[src/bdq_pkg.sv]
package bdq_pkg;

    // Default sizing of the list.
    localparam int DEPTH_DEF  = 16;
    localparam int DATA_W_DEF = 32;

    // Fixed widths of the item fields.
    localparam int REQ_W    = 3;
    localparam int VALUE_W  = 32;
    localparam int INDEX_W  = 8;
    localparam int POS_W    = 5;
    localparam int COUNT_W  = 5;
    localparam int STATUS_W = 2;

    // Request codes.
    localparam logic [REQ_W-1:0] REQ_PUSH_FRONT = 3'd0;
    localparam logic [REQ_W-1:0] REQ_PUSH_BACK  = 3'd1;
    localparam logic [REQ_W-1:0] REQ_POP_FRONT  = 3'd2;
    localparam logic [REQ_W-1:0] REQ_POP_BACK   = 3'd3;
    localparam logic [REQ_W-1:0] REQ_CLEAR      = 3'd4;
    localparam logic [REQ_W-1:0] REQ_READ       = 3'd5;
    localparam logic [REQ_W-1:0] REQ_FIND       = 3'd6;

    // Status codes.
    localparam logic [STATUS_W-1:0] STS_OK        = 2'd0;
    localparam logic [STATUS_W-1:0] STS_POP_EMPTY = 2'd1;
    localparam logic [STATUS_W-1:0] STS_PUSH_FULL = 2'd2;

    // Position reported when a find has no match.
    localparam logic [POS_W-1:0] POS_NONE = '1;

    // Commands from the controller to the datapath.
    typedef struct packed {
        logic accept;    // latch the incoming item
        logic exec;      // carry out the latched request
        logic capture;   // take the read data as the result value
        logic scan;      // compare one entry of a find
        logic load_out;  // move the result into the output register
    } t_dp_cmd;

    // Status from the datapath to the controller.
    typedef struct packed {
        logic need_read;  // the request reads one entry
        logic need_scan;  // a find with at least one entry to compare
        logic scan_done;  // the entry under compare ends the find
    } t_dp_sts;

endpackage

[src/bounded_deque_with_search.sv]
// Bounded deque with search: an ordered list of up to DEPTH signed values kept in a
// ring memory with a head pointer and a fill count. Each item is a request to push at
// the front or back, pop from the front or back, clear, read the entry at an index,
// or find the first position holding a value; each gives exactly one result item that
// carries the count and an empty flag after the request. The block works on one item
// at a time: each item is accepted and executed; a successful pop or read then captures
// the entry read, and a find scans entries (1 to DEPTH compared, or none on an empty
// list) before the result is loaded into the output register once that is free. The
// find scan walks the single read port of the entry memory one entry per cycle from
// the front. A finished result waits in the output register while the next item is
// taken.
module bounded_deque_with_search #(
    parameter int DEPTH      = bdq_pkg::DEPTH_DEF,
    parameter int DATA_WIDTH = bdq_pkg::DATA_W_DEF
) (
    input  logic                                 i_clk,
    input  logic                                 i_rst_n,
    input  logic                                 i_valid,
    output logic                                 o_stall,
    input  logic [bdq_pkg::REQ_W-1:0]            i_req_type,
    input  logic signed [bdq_pkg::VALUE_W-1:0]   i_value,
    input  logic [bdq_pkg::INDEX_W-1:0]          i_index,
    output logic                                 o_valid,
    input  logic                                 i_stall,
    output logic signed [bdq_pkg::VALUE_W-1:0]   o_data,
    output logic                                 o_found,
    output logic signed [bdq_pkg::POS_W-1:0]     o_position,
    output logic [bdq_pkg::COUNT_W-1:0]          o_entry_count,
    output logic                                 o_empty_res,
    output logic [bdq_pkg::STATUS_W-1:0]         o_status
);
    import bdq_pkg::*;

    t_dp_cmd cmd;
    t_dp_sts sts;

    // Sequencing of each item.
    bdq_ctrl u_ctrl (
        .i_clk   (i_clk),
        .i_rst_n (i_rst_n),
        .i_valid (i_valid),
        .o_stall (o_stall),
        .o_valid (o_valid),
        .i_stall (i_stall),
        .i_sts   (sts),
        .o_cmd   (cmd)
    );

    // Ring storage, pointers and result registers.
    bdq_dp #(
        .DEPTH      (DEPTH),
        .DATA_WIDTH (DATA_WIDTH)
    ) u_dp (
        .i_clk         (i_clk),
        .i_rst_n       (i_rst_n),
        .i_cmd         (cmd),
        .o_sts         (sts),
        .i_req_type    (i_req_type),
        .i_value       (i_value),
        .i_index       (i_index),
        .o_data        (o_data),
        .o_found       (o_found),
        .o_position    (o_position),
        .o_entry_count (o_entry_count),
        .o_empty_res   (o_empty_res),
        .o_status      (o_status)
    );

endmodule

[src/bdq_ctrl.sv]
module bdq_ctrl (
    input  logic              i_clk,
    input  logic              i_rst_n,
    input  logic              i_valid,
    output logic              o_stall,
    output logic              o_valid,
    input  logic              i_stall,
    input  bdq_pkg::t_dp_sts  i_sts,
    output bdq_pkg::t_dp_cmd  o_cmd
);
    import bdq_pkg::*;

    localparam logic [2:0] S_IDLE  = 3'd0;
    localparam logic [2:0] S_EXEC  = 3'd1;
    localparam logic [2:0] S_RDATA = 3'd2;
    localparam logic [2:0] S_SCAN  = 3'd3;
    localparam logic [2:0] S_RES   = 3'd4;

    logic [2:0] r_state;
    logic [2:0] n_state;
    logic       r_out_valid;
    logic       out_free;

    // The output register can take a new result when empty or being drained.
    assign out_free = !r_out_valid || !i_stall;
    assign o_stall  = (r_state != S_IDLE);
    assign o_valid  = r_out_valid;

    // Next state and datapath commands.
    always_comb begin
        n_state = r_state;
        o_cmd   = '0;
        unique case (r_state)
            S_IDLE: begin
                if (i_valid) begin
                    o_cmd.accept = 1'b1;
                    n_state      = S_EXEC;
                end
            end
            S_EXEC: begin
                o_cmd.exec = 1'b1;
                priority if (i_sts.need_read) begin
                    n_state = S_RDATA;
                end else if (i_sts.need_scan) begin
                    n_state = S_SCAN;
                end else begin
                    n_state = S_RES;
                end
            end
            S_RDATA: begin
                o_cmd.capture = 1'b1;
                n_state       = S_RES;
            end
            S_SCAN: begin
                o_cmd.scan = 1'b1;
                if (i_sts.scan_done) begin
                    n_state = S_RES;
                end
            end
            S_RES: begin
                if (out_free) begin
                    o_cmd.load_out = 1'b1;
                    n_state        = S_IDLE;
                end
            end
            default: begin
                n_state = S_IDLE;
            end
        endcase
    end

    // State and output valid registers.
    always_ff @(posedge i_clk) begin
        if (!i_rst_n) begin
            r_state     <= S_IDLE;
            r_out_valid <= 1'b0;
        end else begin
            r_state <= n_state;
            if (o_cmd.load_out) begin
                r_out_valid <= 1'b1;
            end else if (!i_stall) begin
                r_out_valid <= 1'b0;
            end
        end
    end

    // A result never overwrites one that is still held by the receiver.
    a_no_overwrite: assert property (@(posedge i_clk) disable iff (!i_rst_n)
        !(o_cmd.load_out && r_out_valid && i_stall))
        else $error("result loaded over a stalled result");

    // An accepted item is always executed in the following cycle.
    a_accept_exec: assert property (@(posedge i_clk) disable iff (!i_rst_n)
        o_cmd.accept |=> (r_state == S_EXEC))
        else $error("accepted item not executed");

    // Every result load returns the block to taking items.
    a_load_idle: assert property (@(posedge i_clk) disable iff (!i_rst_n)
        o_cmd.load_out |=> (r_state == S_IDLE && r_out_valid))
        else $error("result load did not complete the item");

endmodule

[src/bdq_dp.sv]
module bdq_dp #(
    parameter int DEPTH      = bdq_pkg::DEPTH_DEF,
    parameter int DATA_WIDTH = bdq_pkg::DATA_W_DEF
) (
    input  logic                                 i_clk,
    input  logic                                 i_rst_n,
    input  bdq_pkg::t_dp_cmd                     i_cmd,
    output bdq_pkg::t_dp_sts                     o_sts,
    input  logic [bdq_pkg::REQ_W-1:0]            i_req_type,
    input  logic signed [bdq_pkg::VALUE_W-1:0]   i_value,
    input  logic [bdq_pkg::INDEX_W-1:0]          i_index,
    output logic signed [bdq_pkg::VALUE_W-1:0]   o_data,
    output logic                                 o_found,
    output logic signed [bdq_pkg::POS_W-1:0]     o_position,
    output logic [bdq_pkg::COUNT_W-1:0]          o_entry_count,
    output logic                                 o_empty_res,
    output logic [bdq_pkg::STATUS_W-1:0]         o_status
);
    import bdq_pkg::*;

    localparam int ADDR_W = (DEPTH > 1) ? $clog2(DEPTH) : 1;
    localparam int CNT_W  = $clog2(DEPTH + 1);
    localparam int CMP_W  = (CNT_W > INDEX_W) ? CNT_W : INDEX_W;
    localparam logic [ADDR_W:0]   RING_SIZE = (ADDR_W + 1)'(DEPTH);
    localparam logic [ADDR_W-1:0] LAST_SLOT = ADDR_W'(DEPTH - 1);
    localparam logic [CNT_W-1:0]  FULL_CNT  = CNT_W'(DEPTH);

    // Entry storage, one write and one registered read per cycle.
    logic [DATA_WIDTH-1:0] r_mem [DEPTH];
    logic [DATA_WIDTH-1:0] r_rd_data;

    // Pointers and the latched request.
    logic [ADDR_W-1:0]     r_head;
    logic [ADDR_W-1:0]     n_head;
    logic [CNT_W-1:0]      r_fill;
    logic [CNT_W-1:0]      n_fill;
    logic [REQ_W-1:0]      r_req;
    logic [DATA_WIDTH-1:0] r_val;
    logic [INDEX_W-1:0]    r_idx;
    logic [ADDR_W-1:0]     r_scan;
    logic [ADDR_W-1:0]     n_scan;

    // Working result.
    logic [VALUE_W-1:0]    r_data;
    logic [VALUE_W-1:0]    n_data;
    logic                  r_found;
    logic                  n_found;
    logic [POS_W-1:0]      r_pos;
    logic [POS_W-1:0]      n_pos;
    logic [STATUS_W-1:0]   r_status;
    logic [STATUS_W-1:0]   n_status;

    // Output register.
    logic [VALUE_W-1:0]    r_o_data;
    logic                  r_o_found;
    logic [POS_W-1:0]      r_o_pos;
    logic [COUNT_W-1:0]    r_o_count;
    logic                  r_o_empty;
    logic [STATUS_W-1:0]   r_o_status;

    // Memory port controls.
    logic                  wr_en;
    logic [ADDR_W-1:0]     wr_addr;
    logic                  rd_en;
    logic [ADDR_W-1:0]     rd_addr;

    logic signed [63:0]           val_wide;
    logic signed [DATA_WIDTH-1:0] rd_signed;
    logic signed [63:0]           rd_wide;
    logic                         is_empty;
    logic                         is_full;
    logic                         idx_in_range;
    logic                         scan_match;
    logic                         scan_last;

    // Ring position of base plus an offset below the depth.
    function automatic logic [ADDR_W-1:0] ring_add(
        input logic [ADDR_W-1:0] base,
        input logic [ADDR_W-1:0] off
    );
        logic [ADDR_W:0] sum;
        sum = {1'b0, base} + {1'b0, off};
        if (sum >= RING_SIZE) begin
            sum = sum - RING_SIZE;
        end
        return sum[ADDR_W-1:0];
    endfunction

    // Value conversions between the item width and the stored width.
    assign val_wide  = 64'(i_value);
    assign rd_signed = r_rd_data;
    assign rd_wide   = 64'(rd_signed);

    assign is_empty     = (r_fill == '0);
    assign is_full      = (r_fill >= FULL_CNT);
    assign idx_in_range = (CMP_W'(r_idx) < CMP_W'(r_fill));
    assign scan_match   = (r_rd_data == r_val);
    assign scan_last    = ((CNT_W'(r_scan) + CNT_W'(1)) == r_fill);

    // Status to the controller.
    always_comb begin
        o_sts.need_read = 1'b0;
        o_sts.need_scan = 1'b0;
        unique case (r_req)
            REQ_POP_FRONT, REQ_POP_BACK: o_sts.need_read = !is_empty;
            REQ_READ:                    o_sts.need_read = idx_in_range;
            REQ_FIND:                    o_sts.need_scan = !is_empty;
            default: begin
            end
        endcase
        o_sts.scan_done = scan_match || scan_last;
    end

    // Request execution, entry reads and the find scan.
    always_comb begin
        n_head   = r_head;
        n_fill   = r_fill;
        n_scan   = r_scan;
        n_data   = r_data;
        n_found  = r_found;
        n_pos    = r_pos;
        n_status = r_status;
        wr_en    = 1'b0;
        wr_addr  = r_head;
        rd_en    = 1'b0;
        rd_addr  = r_head;

        if (i_cmd.exec) begin
            n_data   = '0;
            n_found  = 1'b0;
            n_pos    = POS_NONE;
            n_status = STS_OK;
            n_scan   = '0;
            unique case (r_req)
                REQ_PUSH_FRONT: begin
                    if (is_full) begin
                        n_status = STS_PUSH_FULL;
                    end else begin
                        n_head  = (r_head == '0) ? LAST_SLOT : r_head - ADDR_W'(1);
                        wr_en   = 1'b1;
                        wr_addr = n_head;
                        n_fill  = r_fill + CNT_W'(1);
                    end
                end
                REQ_PUSH_BACK: begin
                    if (is_full) begin
                        n_status = STS_PUSH_FULL;
                    end else begin
                        wr_en   = 1'b1;
                        wr_addr = ring_add(r_head, ADDR_W'(r_fill));
                        n_fill  = r_fill + CNT_W'(1);
                    end
                end
                REQ_POP_FRONT: begin
                    if (is_empty) begin
                        n_status = STS_POP_EMPTY;
                    end else begin
                        rd_en   = 1'b1;
                        rd_addr = r_head;
                        n_head  = ring_add(r_head, ADDR_W'(1));
                        n_fill  = r_fill - CNT_W'(1);
                    end
                end
                REQ_POP_BACK: begin
                    if (is_empty) begin
                        n_status = STS_POP_EMPTY;
                    end else begin
                        rd_en   = 1'b1;
                        rd_addr = ring_add(r_head, ADDR_W'(r_fill - CNT_W'(1)));
                        n_fill  = r_fill - CNT_W'(1);
                    end
                end
                REQ_CLEAR: begin
                    n_head = '0;
                    n_fill = '0;
                end
                REQ_READ: begin
                    if (idx_in_range) begin
                        n_found = 1'b1;
                        rd_en   = 1'b1;
                        rd_addr = ring_add(r_head, ADDR_W'(r_idx));
                    end
                end
                REQ_FIND: begin
                    rd_en   = !is_empty;
                    rd_addr = r_head;
                end
                default: begin
                end
            endcase
        end

        // A popped or read entry becomes the result value.
        if (i_cmd.capture) begin
            n_data = rd_wide[VALUE_W-1:0];
        end

        // One entry of a find is compared per cycle.
        if (i_cmd.scan) begin
            priority if (scan_match) begin
                n_found = 1'b1;
                n_pos   = POS_W'(r_scan);
            end else if (!scan_last) begin
                n_scan  = r_scan + ADDR_W'(1);
                rd_en   = 1'b1;
                rd_addr = ring_add(r_head, n_scan);
            end
        end
    end

    // Entry memory.
    always_ff @(posedge i_clk) begin
        if (wr_en) begin
            r_mem[wr_addr] <= r_val;
        end
        if (rd_en) begin
            r_rd_data <= r_mem[rd_addr];
        end
    end

    // Head and fill count.
    always_ff @(posedge i_clk) begin
        if (!i_rst_n) begin
            r_head <= '0;
            r_fill <= '0;
        end else begin
            r_head <= n_head;
            r_fill <= n_fill;
        end
    end

    // Latched request, scan position and working result.
    always_ff @(posedge i_clk) begin
        if (i_cmd.accept) begin
            r_req <= i_req_type;
            r_val <= val_wide[DATA_WIDTH-1:0];
            r_idx <= i_index;
        end
        r_scan   <= n_scan;
        r_data   <= n_data;
        r_found  <= n_found;
        r_pos    <= n_pos;
        r_status <= n_status;
    end

    // Output register, loaded once per item.
    always_ff @(posedge i_clk) begin
        if (i_cmd.load_out) begin
            r_o_data   <= r_data;
            r_o_found  <= r_found;
            r_o_pos    <= r_pos;
            r_o_count  <= COUNT_W'(r_fill);
            r_o_empty  <= is_empty;
            r_o_status <= r_status;
        end
    end

    assign o_data        = r_o_data;
    assign o_found       = r_o_found;
    assign o_position    = r_o_pos;
    assign o_entry_count = r_o_count;
    assign o_empty_res   = r_o_empty;
    assign o_status      = r_o_status;

    // The fill count never goes past the capacity.
    a_fill_bound: assert property (@(posedge i_clk) disable iff (!i_rst_n)
        r_fill <= FULL_CNT)
        else $error("fill count beyond capacity");

    // The head always points into the ring.
    a_head_bound: assert property (@(posedge i_clk) disable iff (!i_rst_n)
        r_head <= LAST_SLOT)
        else $error("head pointer outside the ring");

    // A clear leaves an empty list with the head at the start.
    a_clear: assert property (@(posedge i_clk) disable iff (!i_rst_n)
        (i_cmd.exec && r_req == REQ_CLEAR) |=> (r_fill == '0 && r_head == '0))
        else $error("clear did not empty the list");

    // Pointers move only while a request executes.
    a_ptr_hold: assert property (@(posedge i_clk) disable iff (!i_rst_n)
        !i_cmd.exec |=> ($stable(r_fill) && $stable(r_head)))
        else $error("pointers changed outside execution");

endmodule

[config.mk]
export PLATFORM = sky130hd
export DESIGN_NAME = bounded_deque_with_search
export DESIGN_NICKNAME = d
export VERILOG_FILES = /design/src/bdq_pkg.sv /design/src/bounded_deque_with_search.sv /design/src/bdq_ctrl.sv /design/src/bdq_dp.sv
export SDC_FILE = /design/constraint.sdc
export NUM_CORES = 1
export LEC_CHECK = 0
export ABC_CLOCK_PERIOD_IN_PS = 5500
export BUFFER_PORTS_ARGS = -buffer_cell sky130_fd_sc_hd__buf_2
export CAP_MARGIN = 25
export CORE_UTILIZATION = 42
export CTS_CLUSTER_SIZE = 28
export DETAILED_ROUTE_END_ITERATION = 10
export PLACE_DENSITY = 0.55
export SLEW_MARGIN = 10
export SYNTH_ARGS = -nofsm -noshare
export SYNTH_HDL_FRONTEND = slang
export SYNTH_SLANG_ARGS = --single-unit
[constraint.sdc]
create_clock -name i_clk -period 5.5 [get_ports i_clk]
set_input_delay 1.65 -clock i_clk [delete_from_list [all_inputs] [get_ports i_clk]]
set_output_delay 1.65 -clock i_clk [all_outputs]
set_load 0.02 [all_outputs]
After elaboration in Yosys (flattened, before gate mapping)
Memory sizes are Yosys's and may differ from the RTL's. A register that Yosys moved wholly into a read port is not among the register bits.
Index checks and enable logic that the tools add are counted.
W data, S select, Z words.
{"block": "totals", "elab_cells": 145, "inputBits": 47, "output_inout_bits": 48, "reg_bits": 146, "n_memories": 1, "ram_bits": 512}
{"memory": "u_dp.r_mem", "depth": 16, "width": 32, "rd": 1, "rd_ports_with_merged_regs": 1, "write_ports": 1, "line": "bdq_dp.sv:29", "source": "logic [DATA_WIDTH-1:0] r_mem [DEPTH];"}
{"block": "op_classes", "eq_ne": 19, "n_reduce_logical": 18, "n_mux": 67, "n_lt_le_gt_ge": 7, "add_sub_neg": 15}
{"operator": "$mux W4", "count": 20}
{"operator": "$mux W32", "count": 2}
{"operator": "$eq A32 B32 Y1", "count": 1}
{"operator": "$ge A5 B5 Y1 const B", "count": 6}
{"operator": "$mux W1", "count": 26}
{"operator": "$mux W5", "count": 5}
{"operator": "$sub A4 B1 Y4 const B", "count": 6}
{"operator": "$add A4 B4 Y5", "count": 4}
{"operator": "$pmux W4 S2", "count": 2}
{"operator": "$mux W3", "count": 5}
{"operator": "$pmux W3 S5", "count": 1}
{"operator": "$pmux W5 S3", "count": 1}
{"operator": "$eq A3 B2 Y1 const B", "count": 4}
{"operator": "$eq A3 B3 Y1 const B", "count": 4}
{"operator": "$pmux W4 S3", "count": 1}
{"operator": "$add A4 B1 Y5 const B", "count": 2}
{"operator": "$ne A2 B2 Y1 const B", "count": 5}
{"operator": "$reduce_bool A3 Y1", "count": 3}
{"operator": "$lt A8 B5 Y1", "count": 1}
{"operator": "$eq A3 B1 Y1 const B", "count": 2}
{"operator": "$logic_not A3 Y1", "count": 2}
{"operator": "$reduce_and A3 Y1", "count": 2}
{"operator": "$add A5 B1 Y5 const B", "count": 1}
{"operator": "$eq A5 B5 Y1", "count": 1}
{"operator": "14 further kinds", "count": 19}

Logic depth before layout (Yosys ltp)
Gate-level depths: netlist (run 1).
{"block": "depth", "word_depth": 10, "depth_mapped": 16, "depth_no_buf": 13}

Modules after synthesis
From an unflattened synthesis (run 1), not the netlist that was laid out.
{"block": "unflattened", "cells_unflattened": 1897, "area_unflattened_um2": 27650.3}
{"module": "bdq_dp", "instances": 1, "area_per_inst_um2": 27413.8, "seq_area_each_um2": 20409.6, "cells_per_inst": 1867}
{"module": "bdq_ctrl", "instances": 1, "area_per_inst_um2": 236.5, "seq_area_each_um2": 80.1, "cells_per_inst": 30}

Worst setup path before layout (run 1)
No wires, ideal clock.
{"block": "synth_path", "kind": "register to register", "startpoint": "register u_dp.r_fill[2]", "endpoint": "register u_dp.r_rd_data[0] (read register of u_dp.r_mem) (enable)", "path_buffers": 1, "synth_period_minus_slack_ns": 4.397, "path_slack_ns": 1.103, "stages_incl_launch_ff": 9, "required_time_ns": 5.033, "arrival_ns": 3.930, "setup_ns": 0.467, "cell_sequence": "dfxtp_1 buf_1 inv_1 ha_1 o211ai_1 o211ai_1 a21oi_1 nor2_1 o21ai_0"}
{"block": "synth_via", "elab_cells_between_ends": 23, "cone_classes": "3 x add/sub; 2 x order compare; 1 x eq/ne; 15 x mux; 2 x reduce/logical"}
{"element": "start, declared", "line": "bdq_dp.sv:35", "source": "logic [CNT_W-1:0] r_fill;"}
{"element": "start signal, assigned", "line": "bdq_dp.sv:228", "source": "r_fill <= n_fill;"}
{"element": "$lt A8 B5 Y1 / $logic_not A5 Y1 (equally long branches)", "line": "bdq_dp.sv:96, bdq_dp.sv:94"}
{"element": "$mux W1 (tied with other cells)", "line": "bdq_dp.sv:178", "source": "if (idx_in_range) begin"}
{"element": "$pmux W1 S3", "line": "bdq_dp.sv:134", "source": "unique case (r_req)"}
{"element": "$mux W1", "line": "bdq_dp.sv:128", "source": "if (i_cmd.exec) begin"}
{"element": "$mux W1", "line": "bdq_dp.sv:203", "source": "end else if (!scan_last) begin"}
{"element": "$mux W1", "line": "bdq_dp.sv:200", "source": "priority if (scan_match) begin"}
{"element": "$mux W1 (*)", "line": "bdq_dp.sv:199", "source": "if (i_cmd.scan) begin"}
{"element": "via u_dp.rd_en", "line": "bdq_dp.sv:64", "source": "logic rd_en;"}
{"element": "end, declared", "line": "bdq_dp.sv:30", "source": "logic [DATA_WIDTH-1:0] r_rd_data;"}
Mark *: on every way through the listed nets, which the timed path passes. The rest lies on a longest branch.
A chain may end at the register's enable or synchronous reset.

Worst setup path in the final report (run 1)
{"block": "layout_path", "startpoint": "register u_dp.r_val[11]", "endpoint": "register u_dp.r_rd_data[12] (read register of u_dp.r_mem), data pin"}
{"block": "layout_via", "elab_chain_len": 3, "elab_cells_between_ends": 5, "cone_classes": "1 x eq/ne; 4 x mux"}
{"element": "start, declared", "line": "bdq_dp.sv:38", "source": "logic [DATA_WIDTH-1:0] r_val;"}
{"element": "start signal, assigned", "line": "bdq_dp.sv:236", "source": "r_val <= val_wide[DATA_WIDTH-1:0];"}
{"element": "$eq A32 B32 Y1 (*)", "line": "bdq_dp.sv:97", "source": "assign scan_match = (r_rd_data == r_val);"}
{"element": "$mux W4 / $mux W1 (equally long branches)", "line": "bdq_dp.sv:200"}
{"element": "$mux W4 / $mux W1 (equally long branches)", "line": "bdq_dp.sv:199"}
Every way passes the cells marked *; elsewhere a longest branch is shown, timed or not.

==> results of run 1 <==
-- per-layer routing --
layer	track usage, %	share of wire, %	vias up
met3	3.59	6.8	69
met1	30.4	45	8395
met5	0	0	-
li1	-	-	7784
met2	32.3	47	578
met4	5.67	1.5	0
-- through the flow --
| step | setup WS (ns) | instances | hold WS (ns) | util [%] | total power, mW |
|---|---|---|---|---|---|
| 2_1_floorplan | 1.10 | 2053 | 0.400 | - | 6.38 |
| 3_3_place_gp | 1.01 | 2933 | 0.402 | 45.3 | 6.59 |
| 3_5_place_dp | 0.964 | 2934 | 0.405 | 45.4 | 6.60 |
| 5_1_grt | 0.637 | 3065 | 0.421 | 49.0 | 11.7 |
| 6_report | 0.895 | 3066 | 0.417 | 49.0 | 11.4 |
| 4_1_cts | 0.918 | 3065 | 0.419 | 49.0 | 11.5 |
-- area by class of cell --
class | count | share of cell area, %
diodes | 1 | 0.00789
clock buffers | 95 | 6.22
clock inverters | 36 | 1.24
inverters | 23 | 0.276
multi-input cells | 1225 | 21.1
flip-flops and latches | 690 | 64.6
well taps | 855 | 3.37
repair buffers | 141 | 3.15
-- sequential cells by signal, indices dropped and copies added, names as in the netlist, 8 cells and up --
| name | cells |
|---|---|
| u_dp.o_data | 32 |
| u_dp.r_data | 32 |
| u_dp.r_idx | 8 |
| u_dp.r_mem | 512 |
| u_dp.r_rd_data | 32 |
| u_dp.r_val | 32 |
-- Yosys cell counts, types with 8 or more instances --
master,number,share of area (%)
a21oi_2,10,0.32
o21ai_0,20,0.36
dfxtp_1,23,1.7
xor2_1,40,1.3
nor4_1,11,0.25
edfxtp_1,667,73
a21oi_1,146,2.6
clkbuf_1,63,0.86
inv_1,20,0.27
xnor2_1,11,0.35
nand3_1,77,1.4
buf_2,39,0.71
ha_1,23,1.0
a211oi_1,8,0.22
a31oi_1,68,1.5
and2_1,38,0.86
nand2_1,561,7.6
nor2_1,53,0.72
nor3_1,10,0.18
a32oi_1,64,2.0
-- report_power, final --
group / total, mW / leakage [nW] / switching, mW / internal [mW]
registers: 5.95 / 6.23 / 0.0936 / 5.86
clock network: 4.88 / 1.16 / 2.01 / 2.87
logic: 0.537 / 3.72 / 0.370 / 0.168
-- cells by family (layout without fill, tap and decap cells) --
logic type	count (synthesis)	in the layout	share of synthesized area, %
AO/OA/AOI/OAI	358	358	8.43
AND/OR/NAND/NOR	780	780	11.8
other	0	1	0
XOR/XNOR	52	52	1.70
flip-flops	690	690	74.2
multiplexers	8	8	0.308
adder cells (fa/ha/maj)	27	27	1.33
buffers and inverters	138	295	2.25
-- final timing paths --
| path | from | endpoint | slack [ns] | cells after the start |
|---|---|---|---|---|
| max | u_dp.r_val[11] | u_dp.r_rd_data[12] | 0.90 | 9 |
| max reg2reg | u_dp.r_val[11] | u_dp.r_rd_data[12] | 0.90 | 9 |
| min reg2reg | u_dp.r_data[10] | u_dp.o_data[10] | 0.42 | 0 |
| min | u_dp.r_data[10] | u_dp.o_data[10] | 0.42 | 0 |
==> metrics.md, run 1 <==
| Metric | Value |
|---|---|
| Status | `complete, no violations` |
| Sequential fraction of the synthesis area | `74.2%` |
| Sink Count | `slightly below 700` |
| Leakage | `11.1 nW` |
| Die X | `258 um` |
| Yosys cell types | `65` |
| CP required | `about 5.9 ns` |
| Die area | `66800 um2` |
| CTS tree | `yes` |
| Layout cell share with drive strength beyond 1 | `13.1%` |
| Register bit total from synthesis | `690` |
| GP Congestion | `between 0.8 and 0.9` |
| CTS root buffer | `clkbuf_16` |
| Clock Tree Buf Depth | `3` |
| Setup TNS | `0 ns` |
| Total track usage | `20.9%` |
| Vias in the first global route | `15.9k` |
| Reg clk slew, reported paths | `0.06 ns` |
| Avg Cell Area, Syn | `around 13 um2` |
| Async set-reset flop share out of synthesis | `0%` |
| Fin. max-slew vios | `0` |
| Yosys warnings | `0` |
| Core area | `64700 um2` |
| Primary FF master, synth | `edfxtp_1` |
| Final setup viols | `0` |
| Fmax achieved | `between 200 and 250 MHz` |
| Detailed-route via count | `16.8k` |
| Count of flip-flops with a built-in enable after synthesis | `667` |
| Worst setup path class | `flip-flop to flip-flop` |
| Fin crit share | `a little over four fifths` |
| Placed Area | `between 20000 and 30000 um2` |
| Fin crit period | `4.60 ns` |
| Crit-path max FO | `76` |
| Drt via density | `roughly 5.5` |
| Worst-path cell chain | `xor2_1, nor4_1, nand4_1, o211ai_2, mux2_4, buf_4, nand3_1, a32oi_1, nand2_1` |
| Syn_nets | `between 2k and 2.5k` |
| RSZ-0062 raised after global routing | `no` |
| Largest net degree at the start of global routing | `95` |
| Clk_lat worst skew | `~0.62 ns` |
| Router iterations before antenna repair | `7` |
| Most common cell after layout, fill and taps aside | `edfxtp_1` |
| Critical path buffers and inverters | `1` |
| Drt wl/cell | `around 23 um` |
| Hold Crit Class | `flip-flop to flip-flop` |
| FP Rows | `93` |
| Worst Tran Pin Value | `0.975 ns` |
| Hold_buf cts | `0` |
| Routed Wire Length | `69400 um` |
| Ports | `95` |
| Arr. time, crit path | `4.95 ns` |
| Drc violations | `0` |
| Area delta synth->final | `14.8%` |
| Post-route ant nets | `0` |
| Max incr delay on CP | `between 0.9 and 1 ns` |
| CTS buffer count | `73` |
| Worst vdd ir | `0.205 mV` |
| DPL Wire Length | `between 30000 and 40000 um` |
| Clock skew | `0.0230 ns` |
| Commonest cells after routing, fill and taps aside | `edfxtp_1 (667), nand2_1 (561), a21oi_1 (145)` |
| Worst slew margin | `35.0%` |
| Die Y | `258 um` |
| PD cells | `359 nW/um2` |
| Initial Utilization | `42.7%` |
| CP delay by family, top | `simple AND/OR/NAND/NOR gates` |
| Overflow after GRT | `0` |
| Multi-input gate area | `6700 um2` |
| Syn Inst Count | `between 2k and 2.5k` |
| Synthesized area | `~28000 um2` |
| Worst setup SP type | `flip-flop` |
| Initial antenna violation count | `2` |
| H-tree depth | `3` |
| Starting DRC count in detailed routing | `1609` |
| Fillcell total | `5686` |
| IO Port Bufs | `94` |
| First-pass GRT wire length | `103000 um` |
| Reg area | `between 20000 and 25000 um2` |
| Slowest CP cell | `mux2_4` |
| CP Capture Type | `flip-flop` |
| Nets | `about 2.2k` |
| Postcts setup bufs | `0` |
| Max-cap viol count | `0` |
| Post-CTS sizing | `0` |
| Fin. Hold Viols | `0` |
| Fin area | `31700 um2` |
Note: power is estimated with default switching activity, not from simulation.
==> run 2, diff against run 1 <==
--- a/config.mk
+++ b/config.mk
@@ -5,13 +5,14 @@
 export SDC_FILE = /design/constraint.sdc
 export NUM_CORES = 1
 export LEC_CHECK = 0
-export ABC_CLOCK_PERIOD_IN_PS = 5500
+export ABC_AREA = 1
+export ABC_CLOCK_PERIOD_IN_PS = 3900
 export BUFFER_PORTS_ARGS = -buffer_cell sky130_fd_sc_hd__buf_2
 export CAP_MARGIN = 25
 export CORE_UTILIZATION = 42
 export CTS_CLUSTER_SIZE = 28
 export DETAILED_ROUTE_END_ITERATION = 10
-export PLACE_DENSITY = 0.55
+export PLACE_DENSITY = 0.57
 export SLEW_MARGIN = 10
 export SYNTH_ARGS = -nofsm -noshare
 export SYNTH_HDL_FRONTEND = slang
==> constraint.sdc (replaced) <==
create_clock -name i_clk -period 3.9 [get_ports i_clk]
set_input_delay 1.17 -clock i_clk [delete_from_list [all_inputs] [get_ports i_clk]]
set_output_delay 1.17 -clock i_clk [all_outputs]
set_load 0.02 [all_outputs]
==> run 2 against run 1 <==
  * Global-route usage is 0.36 points higher
  * Sequential share of layout area is 5.5 points lower
  * Core utilization increased by 0.26 points
  * Register-to-register slack lost 0.65 ns
  * Wire length grew 11%
  * Largest cell class unchanged
  * Highest routed layer unchanged
==> metrics.md, run 2 <==
| Metric | Value |
|---|---|
| Status | `complete, no violations` |
| Max FFs per register | `slightly above 500` |
| Synth Area in Compound Gates | `1.40%` |
| Yosys warnings | `0` |
| Drc violations | `0` |
| Core area | `70400 um2` |
| Synthesized area | `30000 um2` |
| Post-route ant nets | `0` |
| Die Y | `approximately 270 um` |
| Fin crit period | `3.66 ns` |
| Area delta synth->final | `15.6%` |
| Sink Count | `690` |
| Leakage | `between 10 and 15 nW` |
| Worst vdd ir | `roughly 0.29 mV` |
| CP Capture Type | `flip-flop` |
| Reg2reg end | `u_dp.r_mem[13][19]` |
| Top cells by area, synth | `edfxtp_1 (67%), nand3_1 (10%), nand2_1 (7.2%)` |
| Count of flip-flops with a built-in enable after synthesis | `667` |
| Initial Utilization | `around 43%` |
| Router iterations before antenna repair | `5` |
| IO Port Bufs | `94` |
| Worst setup SP type | `flip-flop` |
| Detailed-route via count | `20.0k` |
| Drt wl/cell | `19.9 um` |
| FP Rows | `slightly below 100` |
| Hold WS | `roughly 0.41 ns` |
| Hold endpoint | `u_dp.o_data[9]` |
| Clock Tree Buf Depth | `3` |
| RSZ-0062 raised after global routing | `no` |
| Max incr delay on CP | `between 0.6 and 0.7 ns` |
| Layout Utilization | `49.3%` |
| CTS buffer count | `76` |
| XOR/XNOR Fraction of Synth Area | `1.17%` |
| Worst reg2reg path depth | `10` |
| Reg clk slew, reported paths | `0.06 ns` |
| Largest Register | `u_dp.r_mem` |
| CTS root buffer | `clkbuf_16` |
| Avg Cell Area, Syn | `~11 um2` |
| Cell taking the most area after synthesis | `edfxtp_1` |
| Worst Tran Pin Value | `0.673 ns` |
| Layout cell share with drive strength beyond 1 | `around an eighth` |
| H-tree depth | `3` |
| Final setup viols | `0` |
| Fin. max-slew vios | `0` |
| Most common cell after layout, fill and taps aside | `edfxtp_1` |
| Async set-reset flop share out of synthesis | `0%` |
| Simple-gate share of the synthesized area | `a little over 20%` |
| Synth top area share | `66.7%` |
| Worst-path cell chain | `inv_1, fa_1, o21ai_0, nand2_1, a21boi_0, inv_1, nor2_1, nand2_1, nor2_4, buf_4` |
| Slowest CP cell | `dfxtp_1` |
| Arr. time, crit path | `3.91 ns` |
| Synth Area in Adders | `1.23%` |
| Dpl cells | `3726` |
| Die X | `269 um` |
| Clock skew | `~0.034 ns` |
| Fillcell total | `6244` |
| Starting DRC count in detailed routing | `approximately 1.7k` |
| Syn_nets | `2800` |
| Total track usage | `21.2%` |
| Fmax achieved | `273 MHz` |
| Yosys cell types | `43` |
| Sequential fraction of the synthesis area | `about two thirds` |
| Post-CTS sizing | `0` |
| Most instantiated cells after synthesis | `edfxtp_1 (667), nand3_1 (602), nand2_1 (574), inv_1 (406), buf_2 (96)` |
| Nets | `between 2k and 3k` |
| Hold Crit Class | `flip-flop to flip-flop` |
| Commonest cells after routing, fill and taps aside | `edfxtp_1 (667), nand3_1 (601), nand2_1 (569)` |
| Fin crit share | `93.8%` |
| First-pass GRT wire length | `117000 um` |
| Critical path buffers and inverters | `3` |
| CP required | `4.15 ns` |
| Hold Startpoint | `u_dp.r_data[9]` |
| GP Congestion | `0.841` |
| Ports | `95` |
| Worst slew margin | `54.8%` |
| Postcts setup bufs | `0` |
| DPL Wire Length | `around 44000 um` |
| Overflow after GRT | `0` |
| CP delay by family, top | `buffers and inverters` |
| Max-cap viol count | `0` |
| Routed Wire Length | `between 70000 and 80000 um` |
| Setup TNS | `0 ns` |
| Fin. Hold Viols | `0` |
| Clk_lat worst skew | `approximately 0.64 ns` |
| Hold path cells | `0` |
| Vias in the first global route | `slightly below 20k` |
| Non-filler cells, final | `3861` |
| CTS tree | `yes` |
| Die area | `72500 um2` |
| Primary FF master, synth | `edfxtp_1` |
| ANT cells | `0` |
| Hold_buf cts | `0` |
| Post-synthesis mux area share | `0%` |
| Largest net degree at the start of global routing | `90` |
| Initial antenna violation count | `0` |
| Drt via density | `5.17` |
| Most common cell in the synthesized netlist | `edfxtp_1` |
| Syn Inst Count | `roughly 2.7k` |
| Reg2Reg Launch Point | `u_dp.r_head[1]` |
| Main combinational cell family by area after synthesis | `simple AND/OR/NAND/NOR gates` |
| Crit-path max FO | `21` |
| Worst setup path class | `flip-flop to flip-flop` |
| PD cells | `512 nW/um2` |
| Register bit total from synthesis | `690` |
| Reg2reg setup slack | `0.24 ns` |
[run 2: changes by cell type after synthesis, moves of 38 or more]
cell      previous run  this run
nand3_1             77       602
a31oi_1             68         2
clkbuf_1            63        10
buf_2               39        96
a21oi_1            146        19
nand3b_1             2        53
a32oi_1             64         1
and2_1              38         0
inv_1               20       406
[run 2: cell type report]
class | count | area (um2) | area share [%]
inverter | 417 | 1570 | 4.52
clock inverter | 45 | 470 | 1.36
multi-input combinational | 1479 | 7400 | 21.3
clock buffer | 89 | 1970 | 5.68
sequential | 690 | 20500 | 59.1
tap | 940 | 1180 | 3.39
timing repair buffer | 201 | 1610 | 4.65
[run 2: power breakdown]
part	internal, mW	switching [mW]	leakage [nW]
sequential	8.49	0.115	6.22
combinational	0.631	1.42	6.59
clock	4.11	3.00	1.18
total	13.2	4.53	14.0
[run 2: logic make-up (layout without fill, tap and decap cells)]
logic type / Yosys count / count (layout)
and+or+nand+nor: 1341 / 1341
DFF: 690 / 690
buffers and inverters: 557 / 752
AOI/OAI and AO/OA: 71 / 71
xor gates and xnor gates: 40 / 40
adders and majority gates: 27 / 27
[run 2: how the worst max path moves through the flow]
stage | from | endpoint | slack [ns] | depth (start not counted)
after floorplan | i_stall | u_dp.o_data[0] | 0.23 | 3
after global placement | u_dp.r_head[1] | u_dp.r_mem[13][30] | 0.27 | 10
after detailed placement | u_dp.r_head[1] | u_dp.r_mem[13][26] | 0.32 | 10
after CTS | u_dp.r_head[1] | u_dp.r_mem[13][19] | 0.29 | 10
after global routing | u_dp.r_head[1] | u_dp.r_mem[13][15] | 0.08 | 10
final | u_dp.r_head[1] | u_dp.r_mem[13][19] | 0.24 | 10
[run 2: metal layers]
metal	wire length, um	track usage, %
met3	4160	3.32
met1	34500	29.5
met5	0	0
met4	2070	6.98
met2	36300	34.0
[run 2: stage by stage]
step | setup slack [ns] | power (mW) | instance area (um2)
final | 0.240 | 17.8 | 34700
after floorplan | 0.226 | 10.1 | 30000
after global placement | 0.274 | 10.8 | 32200
after global routing | 0.0781 | 18.4 | 34700
after CTS | 0.289 | 17.9 | 34700
after detailed placement | 0.316 | 10.8 | 32200
